<file path="src/hw/rtl/pgsc_pkg.sv">
`default_nettype none

package pgsc_pkg;

    // Field widths.
    localparam int CMD_W      = 3;
    localparam int KEY_W      = 3;
    localparam int KIND_W     = 2;
    localparam int DIR_W      = 2;
    localparam int FREQ_W     = 20;
    localparam int DUTY_W     = 7;
    localparam int REQ_DUTY_W = 8;
    localparam int TICK_W     = 16;
    localparam int CFG_ADDR_W = 2;
    localparam int CFG_DATA_W = 20;
    localparam int S_TDATA_W  = 72;
    localparam int M_TDATA_W  = 64;

    // Period divider: 1000000 plus half the frequency fits 21 bits.
    localparam int DIVIDEND_W = 21;
    localparam int DIVISOR_W  = 20;

    // Pulse: period * duty + 50 fits 23 bits. The division by 100 is a
    // multiplication by ceil(2^30 / 100) and a shift by 30, exact for every
    // value of that width.
    localparam int PROD_W      = 23;
    localparam int RECIP_W     = 24;
    localparam int RECIP_SHIFT = 30;
    localparam logic [RECIP_W-1:0] PCT_RECIP = 24'd10737419;

    // Command codes.
    localparam logic [CMD_W-1:0] CMD_START    = 3'd0;
    localparam logic [CMD_W-1:0] CMD_STOP     = 3'd1;
    localparam logic [CMD_W-1:0] CMD_KEY      = 3'd2;
    localparam logic [CMD_W-1:0] CMD_ROTATE   = 3'd3;
    localparam logic [CMD_W-1:0] CMD_SET_FREQ = 3'd4;
    localparam logic [CMD_W-1:0] CMD_SET_DUTY = 3'd5;

    // Key identities and press kinds.
    localparam logic [KEY_W-1:0]  KEY_DOWN   = 3'd0;
    localparam logic [KEY_W-1:0]  KEY_UP     = 3'd1;
    localparam logic [KEY_W-1:0]  KEY_DUTY   = 3'd2;
    localparam logic [KEY_W-1:0]  KEY_TOGGLE = 3'd3;
    localparam logic [KIND_W-1:0] KIND_SINGLE = 2'd1;
    localparam logic [KIND_W-1:0] KIND_DOUBLE = 2'd2;
    localparam logic [DIR_W-1:0]  DIR_NONE    = 2'd0;
    localparam logic [DIR_W-1:0]  DIR_FORWARD = 2'd1;

    // Configuration register indexes.
    localparam logic [CFG_ADDR_W-1:0] CFG_FREQ_MIN = 2'd0;
    localparam logic [CFG_ADDR_W-1:0] CFG_FREQ_MAX = 2'd1;
    localparam logic [CFG_ADDR_W-1:0] CFG_DUTY_MIN = 2'd2;
    localparam logic [CFG_ADDR_W-1:0] CFG_DUTY_MAX = 2'd3;

    // Reset values.
    localparam logic [FREQ_W-1:0] FREQ_MIN_RESET = 20'd20;
    localparam logic [FREQ_W-1:0] FREQ_MAX_RESET = 20'd20000;
    localparam logic [DUTY_W-1:0] DUTY_MIN_RESET = 7'd5;
    localparam logic [DUTY_W-1:0] DUTY_MAX_RESET = 7'd95;
    localparam logic [FREQ_W-1:0] FREQ_RESET     = 20'd1000;
    localparam logic [DUTY_W-1:0] DUTY_RESET     = 7'd50;

    // Arithmetic constants.
    localparam logic [FREQ_W:0]     TIMER_HZ    = 21'd1000000;
    localparam logic [DUTY_W-1:0]   DUTY_STEP   = 7'd5;
    localparam logic [DUTY_W-1:0]   PULSE_ROUND = 7'd50;
    localparam logic [DUTY_W-1:0]   PCT_DIV     = 7'd100;
    localparam logic [TICK_W-1:0]   TICK_MAX    = 16'd65535;
    localparam logic [TICK_W-1:0]   PERIOD_MIN  = 16'd2;

    localparam int PRESET_COUNT = 10;
    localparam logic [FREQ_W-1:0] PRESET_HZ [PRESET_COUNT] = '{
        20'd20, 20'd50, 20'd100, 20'd200, 20'd500,
        20'd1000, 20'd2000, 20'd5000, 20'd10000, 20'd20000
    };

    typedef struct packed {
        logic                    prior_run;
        logic [TICK_W-1:0]       prior_pulse;
        logic [TICK_W-1:0]       prior_period;
        logic [REQ_DUTY_W-1:0]   target_duty;
        logic [FREQ_W-1:0]       target_hz;
        logic signed [DIR_W-1:0] direction;
        logic [KIND_W-1:0]       key_kind;
        logic [KEY_W-1:0]        key_id;
        logic [CMD_W-1:0]        cmd;
    } t_item;

    typedef struct packed {
        logic              gen_active;
        logic              out_enabled;
        logic [DUTY_W-1:0] duty_now;
        logic [FREQ_W-1:0] freq_now;
        logic              pwm_run;
        logic [TICK_W-1:0] pwm_pulse;
        logic [TICK_W-1:0] pwm_period;
        logic              pwm_written;
    } t_result;

    typedef struct packed {
        logic accept;
        logic per_start;
        logic per_store;
        logic mul;
        logic pul_mul;
        logic pul_store;
        logic out_load;
    } t_dp_ctrl;

    typedef struct packed {
        logic need_apply;
        logic div_done;
        logic out_free;
    } t_dp_status;

endpackage

`default_nettype wire

</file>
<file path="src/hw/rtl/pgsc_div.sv">
`default_nettype none

module pgsc_div #(
    parameter int DIVIDEND_W = 23,
    parameter int DIVISOR_W  = 20
) (
    input  wire logic                  i_clk,
    input  wire logic                  i_rst_n,
    input  wire logic                  i_start,
    input  wire logic [DIVIDEND_W-1:0] i_dividend,
    input  wire logic [DIVISOR_W-1:0]  i_divisor,
    output logic                       o_done,
    output logic [DIVIDEND_W-1:0]      o_quotient
);

    localparam int CNT_W = $clog2(DIVIDEND_W);
    localparam logic [CNT_W-1:0] LAST = CNT_W'(DIVIDEND_W - 1);

    logic                  r_busy;
    logic                  r_done;
    logic [CNT_W-1:0]      r_cnt;
    logic [DIVISOR_W-1:0]  r_rem;
    logic [DIVISOR_W-1:0]  r_div;
    logic [DIVIDEND_W-1:0] r_quo;

    logic [DIVISOR_W:0] w_shift;
    logic [DIVISOR_W:0] w_diff;
    logic               w_ge;

    // One quotient bit per cycle, restoring form.
    assign w_shift = {r_rem, r_quo[DIVIDEND_W-1]};
    assign w_ge    = (w_shift >= {1'b0, r_div});
    assign w_diff  = w_shift - {1'b0, r_div};

    always_ff @(posedge i_clk) begin
        if (!i_rst_n) begin
            r_busy <= 1'b0;
            r_done <= 1'b0;
            r_cnt  <= '0;
        end else begin
            r_done <= 1'b0;
            if (i_start) begin
                r_busy <= 1'b1;
                r_cnt  <= '0;
            end else if (r_busy) begin
                r_cnt <= r_cnt + 1'b1;
                if (r_cnt == LAST) begin
                    r_busy <= 1'b0;
                    r_done <= 1'b1;
                end
            end
        end
    end

    always_ff @(posedge i_clk) begin
        if (i_start) begin
            r_rem <= '0;
            r_div <= i_divisor;
            r_quo <= i_dividend;
        end else if (r_busy) begin
            r_rem <= w_ge ? w_diff[DIVISOR_W-1:0] : w_shift[DIVISOR_W-1:0];
            r_quo <= {r_quo[DIVIDEND_W-2:0], w_ge};
        end
    end

    assign o_done     = r_done;
    assign o_quotient = r_quo;

endmodule

`default_nettype wire

</file>
<file path="src/hw/rtl/pgsc_ctrl.sv">
`default_nettype none

module pgsc_ctrl (
    input  wire logic                  i_clk,
    input  wire logic                  i_rst_n,
    input  wire logic                  i_valid,
    output logic                       o_ready,
    input  wire pgsc_pkg::t_dp_status  i_status,
    output pgsc_pkg::t_dp_ctrl         o_ctrl
);

    typedef enum logic [6:0] {
        S_IDLE      = 7'b0000001,
        S_PER_LOAD  = 7'b0000010,
        S_PER_DIV   = 7'b0000100,
        S_MUL       = 7'b0001000,
        S_PUL_MUL   = 7'b0010000,
        S_PUL_STORE = 7'b0100000,
        S_OUT       = 7'b1000000
    } t_state;

    t_state r_state;
    t_state n_state;

    always_comb begin
        n_state = r_state;
        o_ctrl  = '0;
        o_ready = 1'b0;
        unique case (r_state)
            S_IDLE: begin
                o_ready = 1'b1;
                if (i_valid) begin
                    o_ctrl.accept = 1'b1;
                    n_state = i_status.need_apply ? S_PER_LOAD : S_OUT;
                end
            end
            S_PER_LOAD: begin
                o_ctrl.per_start = 1'b1;
                n_state = S_PER_DIV;
            end
            S_PER_DIV: begin
                if (i_status.div_done) begin
                    o_ctrl.per_store = 1'b1;
                    n_state = S_MUL;
                end
            end
            S_MUL: begin
                o_ctrl.mul = 1'b1;
                n_state = S_PUL_MUL;
            end
            S_PUL_MUL: begin
                o_ctrl.pul_mul = 1'b1;
                n_state = S_PUL_STORE;
            end
            S_PUL_STORE: begin
                o_ctrl.pul_store = 1'b1;
                n_state = S_OUT;
            end
            S_OUT: begin
                // Wait here only while the previous result is still unclaimed.
                if (i_status.out_free) begin
                    o_ctrl.out_load = 1'b1;
                    n_state = S_IDLE;
                end
            end
            default: n_state = S_IDLE;
        endcase
    end

    always_ff @(posedge i_clk) begin
        if (!i_rst_n) begin
            r_state <= S_IDLE;
        end else begin
            r_state <= n_state;
        end
    end

endmodule

`default_nettype wire

</file>
<file path="src/hw/rtl/pgsc_dpath.sv">
`default_nettype none

module pgsc_dpath (
    input  wire logic                                i_clk,
    input  wire logic                                i_rst_n,
    input  wire pgsc_pkg::t_dp_ctrl                  i_ctrl,
    output pgsc_pkg::t_dp_status                     o_status,
    input  wire pgsc_pkg::t_item                     i_item,
    input  wire logic                                i_cfg_we,
    input  wire logic [pgsc_pkg::CFG_ADDR_W-1:0]     i_cfg_addr,
    input  wire logic [pgsc_pkg::CFG_DATA_W-1:0]     i_cfg_wdata,
    input  wire logic                                i_m_ready,
    output logic                                     o_m_valid,
    output pgsc_pkg::t_result                        o_result
);

    localparam int FW  = pgsc_pkg::FREQ_W;
    localparam int DW  = pgsc_pkg::DUTY_W;
    localparam int TW  = pgsc_pkg::TICK_W;
    localparam int NW  = pgsc_pkg::DIVIDEND_W;
    localparam int VW  = pgsc_pkg::DIVISOR_W;
    localparam int PW  = pgsc_pkg::PROD_W;
    localparam int MW  = pgsc_pkg::PROD_W + pgsc_pkg::RECIP_W;
    localparam int SH  = pgsc_pkg::RECIP_SHIFT;
    localparam int QW  = MW - SH;

    function automatic logic [FW-1:0] clamp_freq(
        input logic [FW-1:0] v, input logic [FW-1:0] lo, input logic [FW-1:0] hi);
        logic [FW-1:0] r;
        if (v < lo) begin
            r = lo;
        end else if (v > hi) begin
            r = hi;
        end else begin
            r = v;
        end
        return r;
    endfunction

    // The value may be one bit wider than the limits; a result that passes
    // the upper compare always fits the duty width.
    function automatic logic [DW-1:0] clamp_duty(
        input logic [DW:0] v, input logic [DW-1:0] lo, input logic [DW-1:0] hi);
        logic [DW-1:0] r;
        if (v < {1'b0, lo}) begin
            r = lo;
        end else if (v > {1'b0, hi}) begin
            r = hi;
        end else begin
            r = v[DW-1:0];
        end
        return r;
    endfunction

    // Configuration.
    logic [FW-1:0] r_freq_min;
    logic [FW-1:0] r_freq_max;
    logic [DW-1:0] r_duty_min;
    logic [DW-1:0] r_duty_max;

    // Generator state.
    logic [FW-1:0] r_freq;
    logic [DW-1:0] r_duty;
    logic          r_enable;
    logic          r_active;
    logic [TW-1:0] r_saved_period;
    logic [TW-1:0] r_saved_pulse;
    logic          r_saved_run;
    logic [TW-1:0] r_timer_period;
    logic [TW-1:0] r_timer_pulse;
    logic          r_timer_run;
    logic          r_written;

    logic [PW-1:0]     r_prod;
    logic [QW-1:0]     r_pul_quo;
    logic              r_m_valid;
    pgsc_pkg::t_result r_out;

    // Item decode.
    logic [FW-1:0] w_next;
    logic [FW-1:0] w_prev;
    logic [DW:0]   w_duty_up;
    logic [DW:0]   w_duty_dn;
    logic [FW-1:0] w_freq_val;
    logic [DW:0]   w_duty_val;
    logic          w_freq_we;
    logic          w_duty_we;
    logic          w_start;
    logic          w_stop;
    logic          w_toggle;
    logic          w_need_apply;

    // Arithmetic.
    logic [FW:0]   w_per_num;
    logic          w_div_start;
    logic [NW-1:0] w_dividend;
    logic [VW-1:0] w_divisor;
    logic          w_div_done;
    logic [NW-1:0] w_quo;
    logic [TW-1:0] w_period;
    logic [TW-1:0] w_pulse;
    logic [PW-1:0] w_prod;
    logic [MW-1:0] w_recip;

    always_comb begin
        w_next = r_freq_max;
        for (int i = pgsc_pkg::PRESET_COUNT - 1; i >= 0; i--) begin
            if (pgsc_pkg::PRESET_HZ[i] > r_freq) begin
                w_next = pgsc_pkg::PRESET_HZ[i];
            end
        end
    end

    always_comb begin
        w_prev = r_freq_min;
        for (int i = 0; i < pgsc_pkg::PRESET_COUNT; i++) begin
            if (pgsc_pkg::PRESET_HZ[i] < r_freq) begin
                w_prev = pgsc_pkg::PRESET_HZ[i];
            end
        end
    end

    assign w_duty_up = {1'b0, r_duty} + {1'b0, pgsc_pkg::DUTY_STEP};
    assign w_duty_dn = (r_duty > pgsc_pkg::DUTY_STEP) ?
                       {1'b0, r_duty - pgsc_pkg::DUTY_STEP} : '0;

    always_comb begin
        w_freq_val = i_item.target_hz;
        w_duty_val = i_item.target_duty;
        w_freq_we  = 1'b0;
        w_duty_we  = 1'b0;
        w_start    = 1'b0;
        w_stop     = 1'b0;
        w_toggle   = 1'b0;
        unique case (i_item.cmd)
            pgsc_pkg::CMD_START: w_start = !r_active;
            pgsc_pkg::CMD_STOP:  w_stop  = r_active;
            pgsc_pkg::CMD_KEY: begin
                if (r_active) begin
                    if (i_item.key_id == pgsc_pkg::KEY_DOWN &&
                        i_item.key_kind == pgsc_pkg::KIND_SINGLE) begin
                        w_freq_val = w_prev;
                        w_freq_we  = 1'b1;
                    end else if (i_item.key_id == pgsc_pkg::KEY_UP &&
                                 i_item.key_kind == pgsc_pkg::KIND_SINGLE) begin
                        w_freq_val = w_next;
                        w_freq_we  = 1'b1;
                    end else if (i_item.key_id == pgsc_pkg::KEY_DUTY) begin
                        if (i_item.key_kind == pgsc_pkg::KIND_SINGLE) begin
                            w_duty_val = w_duty_up;
                            w_duty_we  = 1'b1;
                        end else if (i_item.key_kind == pgsc_pkg::KIND_DOUBLE &&
                                     r_duty > r_duty_min) begin
                            w_duty_val = w_duty_dn;
                            w_duty_we  = 1'b1;
                        end
                    end else if (i_item.key_id == pgsc_pkg::KEY_TOGGLE &&
                                 i_item.key_kind == pgsc_pkg::KIND_SINGLE) begin
                        w_toggle = 1'b1;
                    end
                end
            end
            pgsc_pkg::CMD_ROTATE: begin
                if (r_active && i_item.direction != pgsc_pkg::DIR_NONE) begin
                    // Any negative step goes to the previous preset.
                    w_freq_val = (i_item.direction == pgsc_pkg::DIR_FORWARD) ?
                                 w_next : w_prev;
                    w_freq_we  = 1'b1;
                end
            end
            pgsc_pkg::CMD_SET_FREQ: w_freq_we = 1'b1;
            pgsc_pkg::CMD_SET_DUTY: w_duty_we = 1'b1;
            default: ;
        endcase
    end

    assign w_need_apply = w_start | (r_active & (w_freq_we | w_duty_we));

    // The divider serves the period only; the pulse divides by 100 through
    // a reciprocal multiplication.
    assign w_per_num   = pgsc_pkg::TIMER_HZ + {2'b0, r_freq[FW-1:1]};
    assign w_div_start = i_ctrl.per_start;
    assign w_dividend  = w_per_num;
    assign w_divisor   = r_freq;

    pgsc_div #(
        .DIVIDEND_W (NW),
        .DIVISOR_W  (VW)
    ) u_div (
        .i_clk      (i_clk),
        .i_rst_n    (i_rst_n),
        .i_start    (w_div_start),
        .i_dividend (w_dividend),
        .i_divisor  (w_divisor),
        .o_done     (w_div_done),
        .o_quotient (w_quo)
    );

    always_comb begin
        if (r_freq == '0) begin
            w_period = pgsc_pkg::TICK_MAX;
        end else if (w_quo < NW'(pgsc_pkg::PERIOD_MIN)) begin
            w_period = pgsc_pkg::PERIOD_MIN;
        end else if (w_quo > NW'(pgsc_pkg::TICK_MAX)) begin
            w_period = pgsc_pkg::TICK_MAX;
        end else begin
            w_period = w_quo[TW-1:0];
        end
    end

    always_comb begin
        if (r_pul_quo == '0) begin
            w_pulse = TW'(1);
        end else if (r_pul_quo >= QW'(r_timer_period)) begin
            w_pulse = r_timer_period - TW'(1);
        end else begin
            w_pulse = r_pul_quo[TW-1:0];
        end
    end

    assign w_prod  = PW'(r_timer_period) * PW'(r_duty);
    assign w_recip = MW'(r_prod) * MW'(pgsc_pkg::PCT_RECIP);

    always_ff @(posedge i_clk) begin
        if (i_ctrl.mul) begin
            r_prod <= w_prod + PW'(pgsc_pkg::PULSE_ROUND);
        end
        if (i_ctrl.pul_mul) begin
            r_pul_quo <= w_recip[MW-1:SH];
        end
    end

    always_ff @(posedge i_clk) begin
        if (!i_rst_n) begin
            r_freq_min <= pgsc_pkg::FREQ_MIN_RESET;
            r_freq_max <= pgsc_pkg::FREQ_MAX_RESET;
            r_duty_min <= pgsc_pkg::DUTY_MIN_RESET;
            r_duty_max <= pgsc_pkg::DUTY_MAX_RESET;
        end else if (i_cfg_we) begin
            unique case (i_cfg_addr)
                pgsc_pkg::CFG_FREQ_MIN: r_freq_min <= i_cfg_wdata[FW-1:0];
                pgsc_pkg::CFG_FREQ_MAX: r_freq_max <= i_cfg_wdata[FW-1:0];
                pgsc_pkg::CFG_DUTY_MIN: r_duty_min <= i_cfg_wdata[DW-1:0];
                pgsc_pkg::CFG_DUTY_MAX: r_duty_max <= i_cfg_wdata[DW-1:0];
            endcase
        end
    end

    always_ff @(posedge i_clk) begin
        if (!i_rst_n) begin
            r_freq         <= pgsc_pkg::FREQ_RESET;
            r_duty         <= pgsc_pkg::DUTY_RESET;
            r_enable       <= 1'b0;
            r_active       <= 1'b0;
            r_saved_period <= '0;
            r_saved_pulse  <= '0;
            r_saved_run    <= 1'b0;
            r_timer_period <= '0;
            r_timer_pulse  <= '0;
            r_timer_run    <= 1'b0;
            r_written      <= 1'b0;
        end else begin
            if (i_ctrl.accept) begin
                r_written <= w_need_apply | w_stop | w_toggle;
                if (w_freq_we) begin
                    r_freq <= clamp_freq(w_freq_val, r_freq_min, r_freq_max);
                end
                if (w_duty_we) begin
                    r_duty <= clamp_duty(w_duty_val, r_duty_min, r_duty_max);
                end
                if (w_start) begin
                    r_saved_period <= i_item.prior_period;
                    r_saved_pulse  <= i_item.prior_pulse;
                    r_saved_run    <= i_item.prior_run;
                    r_active       <= 1'b1;
                    r_enable       <= 1'b1;
                end
                if (w_stop) begin
                    r_active       <= 1'b0;
                    r_enable       <= 1'b0;
                    r_timer_period <= r_saved_period;
                    r_timer_pulse  <= r_saved_pulse;
                    r_timer_run    <= r_saved_run;
                end
                if (w_toggle) begin
                    r_enable    <= !r_enable;
                    r_timer_run <= !r_enable;
                end
            end
            if (i_ctrl.per_store) begin
                r_timer_period <= w_period;
            end
            if (i_ctrl.pul_store) begin
                r_timer_pulse <= w_pulse;
                r_timer_run   <= r_enable;
            end
        end
    end

    always_ff @(posedge i_clk) begin
        if (!i_rst_n) begin
            r_m_valid <= 1'b0;
        end else if (i_ctrl.out_load) begin
            r_m_valid <= 1'b1;
        end else if (i_m_ready) begin
            r_m_valid <= 1'b0;
        end
    end

    always_ff @(posedge i_clk) begin
        if (i_ctrl.out_load) begin
            r_out.pwm_written <= r_written;
            r_out.pwm_period  <= r_timer_period;
            r_out.pwm_pulse   <= r_timer_pulse;
            r_out.pwm_run     <= r_timer_run;
            r_out.freq_now    <= r_freq;
            r_out.duty_now    <= r_duty;
            r_out.out_enabled <= r_enable;
            r_out.gen_active  <= r_active;
        end
    end

    assign o_status.need_apply = w_need_apply;
    assign o_status.div_done   = w_div_done;
    assign o_status.out_free   = !r_m_valid || i_m_ready;
    assign o_m_valid           = r_m_valid;
    assign o_result            = r_out;

endmodule

`default_nettype wire

</file>
<file path="src/hw/rtl/pwm_generator_settings_control.sv">
// Channel        | Direction | Handshake                      | Carries
// ---------------+-----------+--------------------------------+---------------------------
// s_axis         | in        | s_axis_tvalid / s_axis_tready  | one command request
// m_axis         | out       | m_axis_tvalid / m_axis_tready  | one result per command
// cfg            | in        | i_cfg_we (no wait)             | frequency and duty limits
//
// A command that starts the generator, or changes frequency or duty while it is active,
// passes through acceptance, the start of the 21-step period divider, the wait on it,
// the duty product, the reciprocal divide by 100, the pulse store and the result load;
// any other command goes from acceptance straight to the result load. A new request is
// taken once the previous command has put its result in the output register; the load
// waits only while the result before it is unclaimed. Reset is synchronous and active
// low and restores all limits and generator state.
`default_nettype none

module pwm_generator_settings_control (
    input  wire logic                                i_clk,
    input  wire logic                                i_rst_n,
    input  wire logic                                s_axis_tvalid,
    output logic                                     s_axis_tready,
    // [2:0] key_id, [4:3] key_kind, [6:5] direction, [26:7] target_hz,
    // [34:27] target_duty, [50:35] prior_period, [66:51] prior_pulse,
    // [67] prior_run, [71:68] zero
    input  wire logic [pgsc_pkg::S_TDATA_W-1:0]      s_axis_tdata,
    // [2:0] cmd
    input  wire logic [pgsc_pkg::CMD_W-1:0]          s_axis_tuser,
    output logic                                     m_axis_tvalid,
    input  wire logic                                m_axis_tready,
    // [0] pwm_written, [16:1] pwm_period, [32:17] pwm_pulse, [33] pwm_run,
    // [53:34] freq_now, [60:54] duty_now, [61] out_enabled, [62] gen_active,
    // [63] zero
    output logic [pgsc_pkg::M_TDATA_W-1:0]           m_axis_tdata,
    input  wire logic                                i_cfg_we,
    input  wire logic [pgsc_pkg::CFG_ADDR_W-1:0]     i_cfg_addr,
    input  wire logic [pgsc_pkg::CFG_DATA_W-1:0]     i_cfg_wdata
);

    pgsc_pkg::t_item      w_item;
    pgsc_pkg::t_result    w_result;
    pgsc_pkg::t_dp_ctrl   w_ctrl;
    pgsc_pkg::t_dp_status w_status;

    assign w_item.cmd          = s_axis_tuser;
    assign w_item.key_id       = s_axis_tdata[2:0];
    assign w_item.key_kind     = s_axis_tdata[4:3];
    assign w_item.direction    = s_axis_tdata[6:5];
    assign w_item.target_hz    = s_axis_tdata[26:7];
    assign w_item.target_duty  = s_axis_tdata[34:27];
    assign w_item.prior_period = s_axis_tdata[50:35];
    assign w_item.prior_pulse  = s_axis_tdata[66:51];
    assign w_item.prior_run    = s_axis_tdata[67];

    pgsc_ctrl u_ctrl (
        .i_clk    (i_clk),
        .i_rst_n  (i_rst_n),
        .i_valid  (s_axis_tvalid),
        .o_ready  (s_axis_tready),
        .i_status (w_status),
        .o_ctrl   (w_ctrl)
    );

    pgsc_dpath u_dpath (
        .i_clk       (i_clk),
        .i_rst_n     (i_rst_n),
        .i_ctrl      (w_ctrl),
        .o_status    (w_status),
        .i_item      (w_item),
        .i_cfg_we    (i_cfg_we),
        .i_cfg_addr  (i_cfg_addr),
        .i_cfg_wdata (i_cfg_wdata),
        .i_m_ready   (m_axis_tready),
        .o_m_valid   (m_axis_tvalid),
        .o_result    (w_result)
    );

    assign m_axis_tdata = {1'b0,
                           w_result.gen_active,
                           w_result.out_enabled,
                           w_result.duty_now,
                           w_result.freq_now,
                           w_result.pwm_run,
                           w_result.pwm_pulse,
                           w_result.pwm_period,
                           w_result.pwm_written};

endmodule

`default_nettype wire
</file>
<file path="config.mk">
export PLATFORM = sky130hd
export DESIGN_NAME = pwm_generator_settings_control
export DESIGN_NICKNAME = d
export VERILOG_FILES = /design/src/hw/rtl/pgsc_pkg.sv /design/src/hw/rtl/pgsc_div.sv /design/src/hw/rtl/pgsc_ctrl.sv /design/src/hw/rtl/pgsc_dpath.sv /design/src/hw/rtl/pwm_generator_settings_control.sv
export SDC_FILE = /design/constraint.sdc
export NUM_CORES = 2
export LEC_CHECK = 0
export ABC_AREA = 1
export BUFFER_PORTS_ARGS = -buffer_cell sky130_fd_sc_hd__buf_2
export CORE_MARGIN = 2
export CORE_UTILIZATION = 58
export DETAILED_ROUTE_END_ITERATION = 10
export PLACE_DENSITY = 0.79
export SYNTH_ARGS = -nofsm -noshare
export SYNTH_HDL_FRONTEND = slang
export SYNTH_HIERARCHICAL = 1
export SYNTH_SLANG_ARGS = --single-unit
</file>
<file path="constraint.sdc">
create_clock -name i_clk -period 6.4 [get_ports i_clk]
set_input_delay 0.96 -clock i_clk [delete_from_list [all_inputs] [get_ports i_clk]]
set_output_delay 0.96 -clock i_clk [all_outputs]
set_load 0.01 [all_outputs]
</file>
== Word level (Yosys, flattened, before mapping) ==
Index checks and enable logic that the tools add are counted.

* Add/subtract/negate cells: 7
* $mul: 2
* Div/mod/pow operators: 0
* Order comparisons: 30
* Equality and inequality tests: 25
* Shift-type cells: 0
* Multiplexer cells: 101
* Bitwise logic cells: 7
* Reductions and logical operators: 39

{| class="wikitable"
|+ Operators by type and width
! operator !! count
|-
| two-way mux 20 bit || 28
|-
| two-way mux 16 bit || 11
|-
| two-way mux 8 bit || 7
|-
| two-way mux 7 bit || 7
|-
| one-hot mux 7 bit (7 select lines) || 1
|-
| multiplier 23 x 24 -> 47 bit (second input constant) || 1
|-
| two-way mux 1 bit || 42
|-
| two-way mux 21 bit || 2
|-
| one-hot mux 20 bit (2 select lines) || 1
|-
| AND reduction 2 bit || 12
|-
| adder 23 x 6 -> 23 bit (second input constant) || 1
|-
| multiplier 16 x 7 -> 23 bit || 1
|-
| adder 20 x 19 -> 21 bit (first input constant) || 1
|-
| greater-or-equal comparator 21 x 20 -> 1 bit || 1
|-
| > comparator 21 x 16 -> 1 bit (second input constant) || 1
|-
| less-than comparator 21 x 2 -> 1 bit (second input constant) || 1
|-
| > comparator 10 x 20 -> 1 bit (first input constant) || 1
|-
| > comparator 11 x 20 -> 1 bit (first input constant) || 1
|-
| > comparator 13 x 20 -> 1 bit (first input constant) || 1
|-
| > comparator 14 x 20 -> 1 bit (first input constant) || 1
|-
| > comparator 15 x 20 -> 1 bit (first input constant) || 1
|-
| > comparator 20 bit || 1
|-
| > comparator 5 x 20 -> 1 bit (first input constant) || 1
|-
| > comparator 6 x 20 -> 1 bit (first input constant) || 1
|-
| other kinds (56) || 85
|}

* Bits in registers: 329
* Bits in latches: 0
* Memory bits (writable): 0
* Bits in read-only memories: 0
* Input port bits: 102
* Word-level logic and storage cells: 244
* Memories kept: 0

== Logic depth before layout (Yosys ltp) ==
* Word-level depth: 18
* Mapped depth: 32
* Gate-level depth less buffers: 31

== Hierarchy ==
The synthesis kept the hierarchy.

{| class="wikitable"
|+ By module, submodules not included
! module !! times used !! cells each !! area each (um2)
|-
| pgsc_dpath || 1 || 3,174 || 26,502.9
|-
| pgsc_div || 1 || 565 || 4,272.8
|-
| pgsc_ctrl || 1 || 72 || 479.2
|-
| pwm_generator_settings_control || 1 || 2 || 11.3
|}

== Worst setup path before layout ==
OpenSTA, ideal clock, no wires.

* Kind: reg-to-reg
* Start: register u_dpath.r_prod[6]
* End: register u_dpath.r_pul_quo[12], data pin
* Library setup time: 0.259 ns
* Arrival time: 5.984 ns
* Required time: 6.141 ns
* Setup slack: 0.157 ns
* Stages on the path, launching flop included: 23
* Buffers on the path: 0
* Clock period less this slack: 6.243 ns
* Cell sequence: edfxtp_1 -> fa_1 -> inv_1 -> fa_1 -> inv_1 -> fa_1 -> inv_1 -> fa_1 -> fa_1 -> fa_1 -> inv_1 -> fa_1 -> ha_1 -> nand2_1 -> nor2_1 -> inv_1 -> or4_1 -> o21a_1 -> o21bai_1 -> nand2_1 -> nand2_1 -> a21oi_1 -> xnor2_1

* Word-level cells in the longest chain between the ends: 1

{| class="wikitable"
|+ RTL lines
! item !! RTL line !! RTL
|-
| from (decl) || pgsc_dpath.sv:74 || <nowiki>logic [PW-1:0] r_prod;</nowiki>
|-
| from (signal assigned) || pgsc_dpath.sv:226 || <nowiki>r_prod <= w_prod + PW'(pgsc_pkg::PULSE_ROUND);</nowiki>
|-
| multiplier 23 x 24 -> 47 bit || pgsc_dpath.sv:222 || <nowiki>assign w_recip = MW'(r_prod) * MW'(pgsc_pkg::PCT_RECIP);</nowiki>
|-
| via u_dpath.w_recip[42] || pgsc_dpath.sv:103 || <nowiki>logic [MW-1:0] w_recip;</nowiki>
|-
| to (signal assigned) || pgsc_dpath.sv:229 || <nowiki>r_pul_quo <= w_recip[MW-1:SH];</nowiki>
|-
| to (decl) || pgsc_dpath.sv:75 || <nowiki>logic [QW-1:0] r_pul_quo;</nowiki>
|}

The timed path passes the listed nets, and every way through them passes these cells.
A chain may end at the register's enable or synchronous reset.

== Final worst setup path ==
* Start: register u_dpath.r_prod[7]
* End: register u_dpath.r_pul_quo[14], data pin

Same word-level chain as after synthesis.

==> run_results.csv <==
group,metric,value,unit
clock_network,clkTransAtPathRegs,0.06,ns
grt,antenna_found_initial,4,
die,start_util,58.33,%
worst_setup_path,path_buf_inv,5,
yosys,async_flop_share,0,%
power,p_int,4184,uW
yosys,yosysWarnings,6,
worst_setup_path,cp_common_cell,"fa_1",
layout,nets,4767,
hold_path,min_path_type,"register to register",
yosys,synth_top_area_cell,"fa_1",
die,rows,85,
yosys,synth-simple-area-share,17.02,%
clock_network,insertion_delay,0.57,ns
yosys,synth_top_family_by_area,"adder cells",
grt,grt_usage,30.43,%
yosys,synth.avg_cell_area,8.200,sq um
worst_setup_path,cpPeakStageDelay,0.57,ns
grt,grt_pass1_wl,134400,um
layout,fin_cells,4735,
drt,wl_met3,8847,um
power,ir_drop,0.2115,mV
status,run_status,"complete, no violations",
yosys,yosysSeqAreaShare,25.68,%
timing,drv_slew,0,
drt,drtAntennaViolNets,0,
drt,drc,0,
timing,whs,0.4265,ns
power,p_per_area,173.4,mW/mm^2
worst_setup_path,reg2reg_depth,20,
flow_run,drv_cap,0,
yosys,synthXorXnorAreaFrac,1.849,%
hold_path,worstHoldPathCells,0,
yosys,syn_inst,3813,
clock_network,hold_buffers,0,
yosys,yosys.area_share.adder,32.85,%
power,p_comb_share,21.4,%
placed_design,place_congestion,0.9740,
placed_design,place_hpwl,66540,um
worst_setup_path,crit_type,"register to register",
timing,finalHoldViolCount,0,
timing,fin_crit,6.218,ns
layout,drive_gt1_share,11.17,%
yosys,synth_area,0.03127,sq mm
grt,grt_max_degree,69,
timing,timing.fmax,160.8,MHz
timing,finalClockSkew,0.02238,ns
grt,overflow,0,
drt,drt-met1-wl,36080,um
power,p_leak,0.01765,uW
timing,setup_viol,0,
clock_network,cts_tree,"done",
power,p_seq_share,39.0,%
worst_setup_path,path_max_fanout,3,
die,io_pins,168,
drt,drt_iter0_drc,2528,
drt,viasPerCell,5.597,
yosys,synth_most_common_cell,"inv_1",
grt,grt_pass1_vias,25550,
yosys,synth_top_area_share,17.29,%
drt,avgRoutedWirePerCell,17.90,um
power,switching_share,30.69,%
die,fp.dieH,236.2,um
yosys,yosys_register_bits,329,
yosys,synth_commonest_cells,"inv_1, nand2_1, ha_1, a21oi_1, fa_1",
yosys,syn_nets,4574,
die,dieArea,0.05578,sq mm
layout,finish.utilization,64.95,%
die,core,0.05360,sq mm
worst_setup_path,path_delay_family,"adder cells",
drt,wl,84740,um
timing,tightestPinTransition,1.245,ns
yosys,synthTopCellsByArea,"fa_1, ha_1, edfxtp_1",
yosys,ys_types,64,
drt,num_vias,26500,
worst_setup_path,arrival,6.52,ns
yosys,synth_compound_area_share,11.59,%
yosys,synthMuxAreaShare,0,%
worst_setup_path,critPathCaptureType,"register",
worst_setup_path,critical_path.cell_chain,"fa_1 -> inv_1 -> fa_1 -> inv_1 -> fa_1 -> inv_1 -> fa_1 -> fa_1 -> fa_1 -> inv_1 -> fa_1 -> ha_4 -> buf_4 -> a21oi_1 -> o221ai_1 -> a221oi_1 -> nand2_1 -> a21oi_4 -> o21ai_0 -> xor2_1",
drt,top_layer,"met5",
worst_setup_path,crit_slowest_cell,"fa_1",
placed_design,numPortBuffers,162,
power,p_sw,1853,uW
timing,period_share,97.15,%
clock_network,clock_tree.root_cell,"clkbuf_16",
clock_network,clock_sinks,329,
timing,maxSlewHeadroom,16.89,%
power,pwr-share-clk,39.6,%
worst_setup_path,worstPathRequired,6.70,ns
worst_setup_path,crit_cells,20,
yosys,synth_edf_count,144,
placed_design,dp_cells,4641,
yosys,synth-main-ff-cell,"dfxtp_1",
worst_setup_path,cp-start-kind,"register",
placed_design,dp_slack,-0.06562,ns
clock_network,h-tree-depth,2,
timing,setup_ws,0.1822,ns
clock_network,clockBufferDepth,3,
clock_network,cts_buffers,39,
layout,areaGrowthSynthToFinish,11.35,%
drt,first_pass_iters,6,
drt,dr_wl_met2,37070,um
die,die_x,236.2,um
per-stage QoR:
step                      area [sq um]  TNS (ns)  total power, uW
after floorplan                  31270         0             3390
after global placement           33080  -0.06872             3640
after detailed placement         33080   -0.1304             3660
after CTS                        34510         0             6042
after global routing             34810   -0.1382             6318
final                            34810         0             6037
final cells by class:
type	count	area [sq um]
multi-input cells	2596	20020
fillers	4516	18790
flip-flops and latches	329	8028
inverters	773	2902
repair buffers	267	1615
clock buffers	54	1135
well taps	696	870.8
clock inverters	18	242.7
diodes	2	5.005
sequential cells by signal, summed over array words and instances, names as in the netlist, 7 cells and up:
| register | cells |
|---|---|
| u_ctrl/r_state | 7 |
| u_dpath/r_freq_min | 20 |
| u_dpath/r_freq | 20 |
| u_dpath/r_duty_min | 7 |
| u_dpath/r_duty | 7 |
| u_dpath/r_timer_period | 16 |
| u_dpath/r_saved_period | 16 |
| u_dpath/o_result | 63 |
| u_dpath/r_saved_pulse | 16 |
| u_dpath/r_pul_quo | 17 |
| u_dpath/u_div/r_rem | 20 |
| u_dpath/u_div/r_div | 20 |
| u_dpath/r_prod | 23 |
| u_dpath/u_div/o_quotient | 21 |
| u_dpath/r_timer_pulse | 16 |
| u_dpath/r_duty_max | 7 |
| u_dpath/r_freq_max | 20 |
layout by cell type, fill, tap and decap left out, drive strengths merged, types with 9 or more instances in the layout:
cell type / count
nor3: 32
nand4: 29
ha: 389
nand3b: 12
a31oi: 15
fa: 270
o211ai: 33
nor4: 17
o21a: 9
xnor2: 22
o21ai: 232
clkbuf: 54
a21oi: 289
buf: 267
nor2: 196
edfxtp: 144
dfxtp: 185
inv: 773
clkinv: 13
xor2: 44
nand2: 748
o31ai: 14
nand3: 169
logic make-up after synthesis:
logic type,after synthesis
other,1
buffers and inverters,888
AOI/OAI and AO/OA,653
and+or+nand+nor,1217
xor gates and xnor gates,66
DFF,329
adders and majority gates,659
power by group through the flow:
stage / combinational, uW / sequential (uW) / clock (uW)
CTS: 1270 / 2350 / 2410
detailed placement: 1260 / 2400 / 0
global placement: 1240 / 2400 / 0
finish: 1290 / 2360 / 2390
global route: 1450 / 2370 / 2500
floorplan: 1010 / 2380 / 0
per-layer routing:
layer / GRT usage (%) / up-vias
li1: - / 12690
met4: 9.590 / 2
met3: 7.338 / 165
met2: 46.60 / 1142
met1: 42.66 / 12500
met5: 0.2597 / -
worst paths after layout:
| kind | slack (ns) | from | endpoint |
|---|---|---|---|
| hold reg to reg | 0.43 | u_dpath/r_timer_pulse[8]$_SDFFE_PN0P_ | u_dpath/o_result[25]$_DFFE_PP_ |
| setup / recovery | 0.18 | u_dpath/r_prod[7]$_DFFE_PP_ | u_dpath/r_pul_quo[14]$_DFFE_PP_ |
| setup reg to reg | 0.18 | u_dpath/r_prod[7]$_DFFE_PP_ | u_dpath/r_pul_quo[14]$_DFFE_PP_ |
| hold / removal | 0.43 | u_dpath/r_timer_pulse[8]$_SDFFE_PN0P_ | u_dpath/o_result[25]$_DFFE_PP_ |
repair_timing:
item / in CTS / in global routing
setup buffers: 4 / 16
setup endpoints to repair: 7 / 10
pin swaps: 5 / 35
resized for setup: 3 / 38
Power figures use the tool's default switching activity.
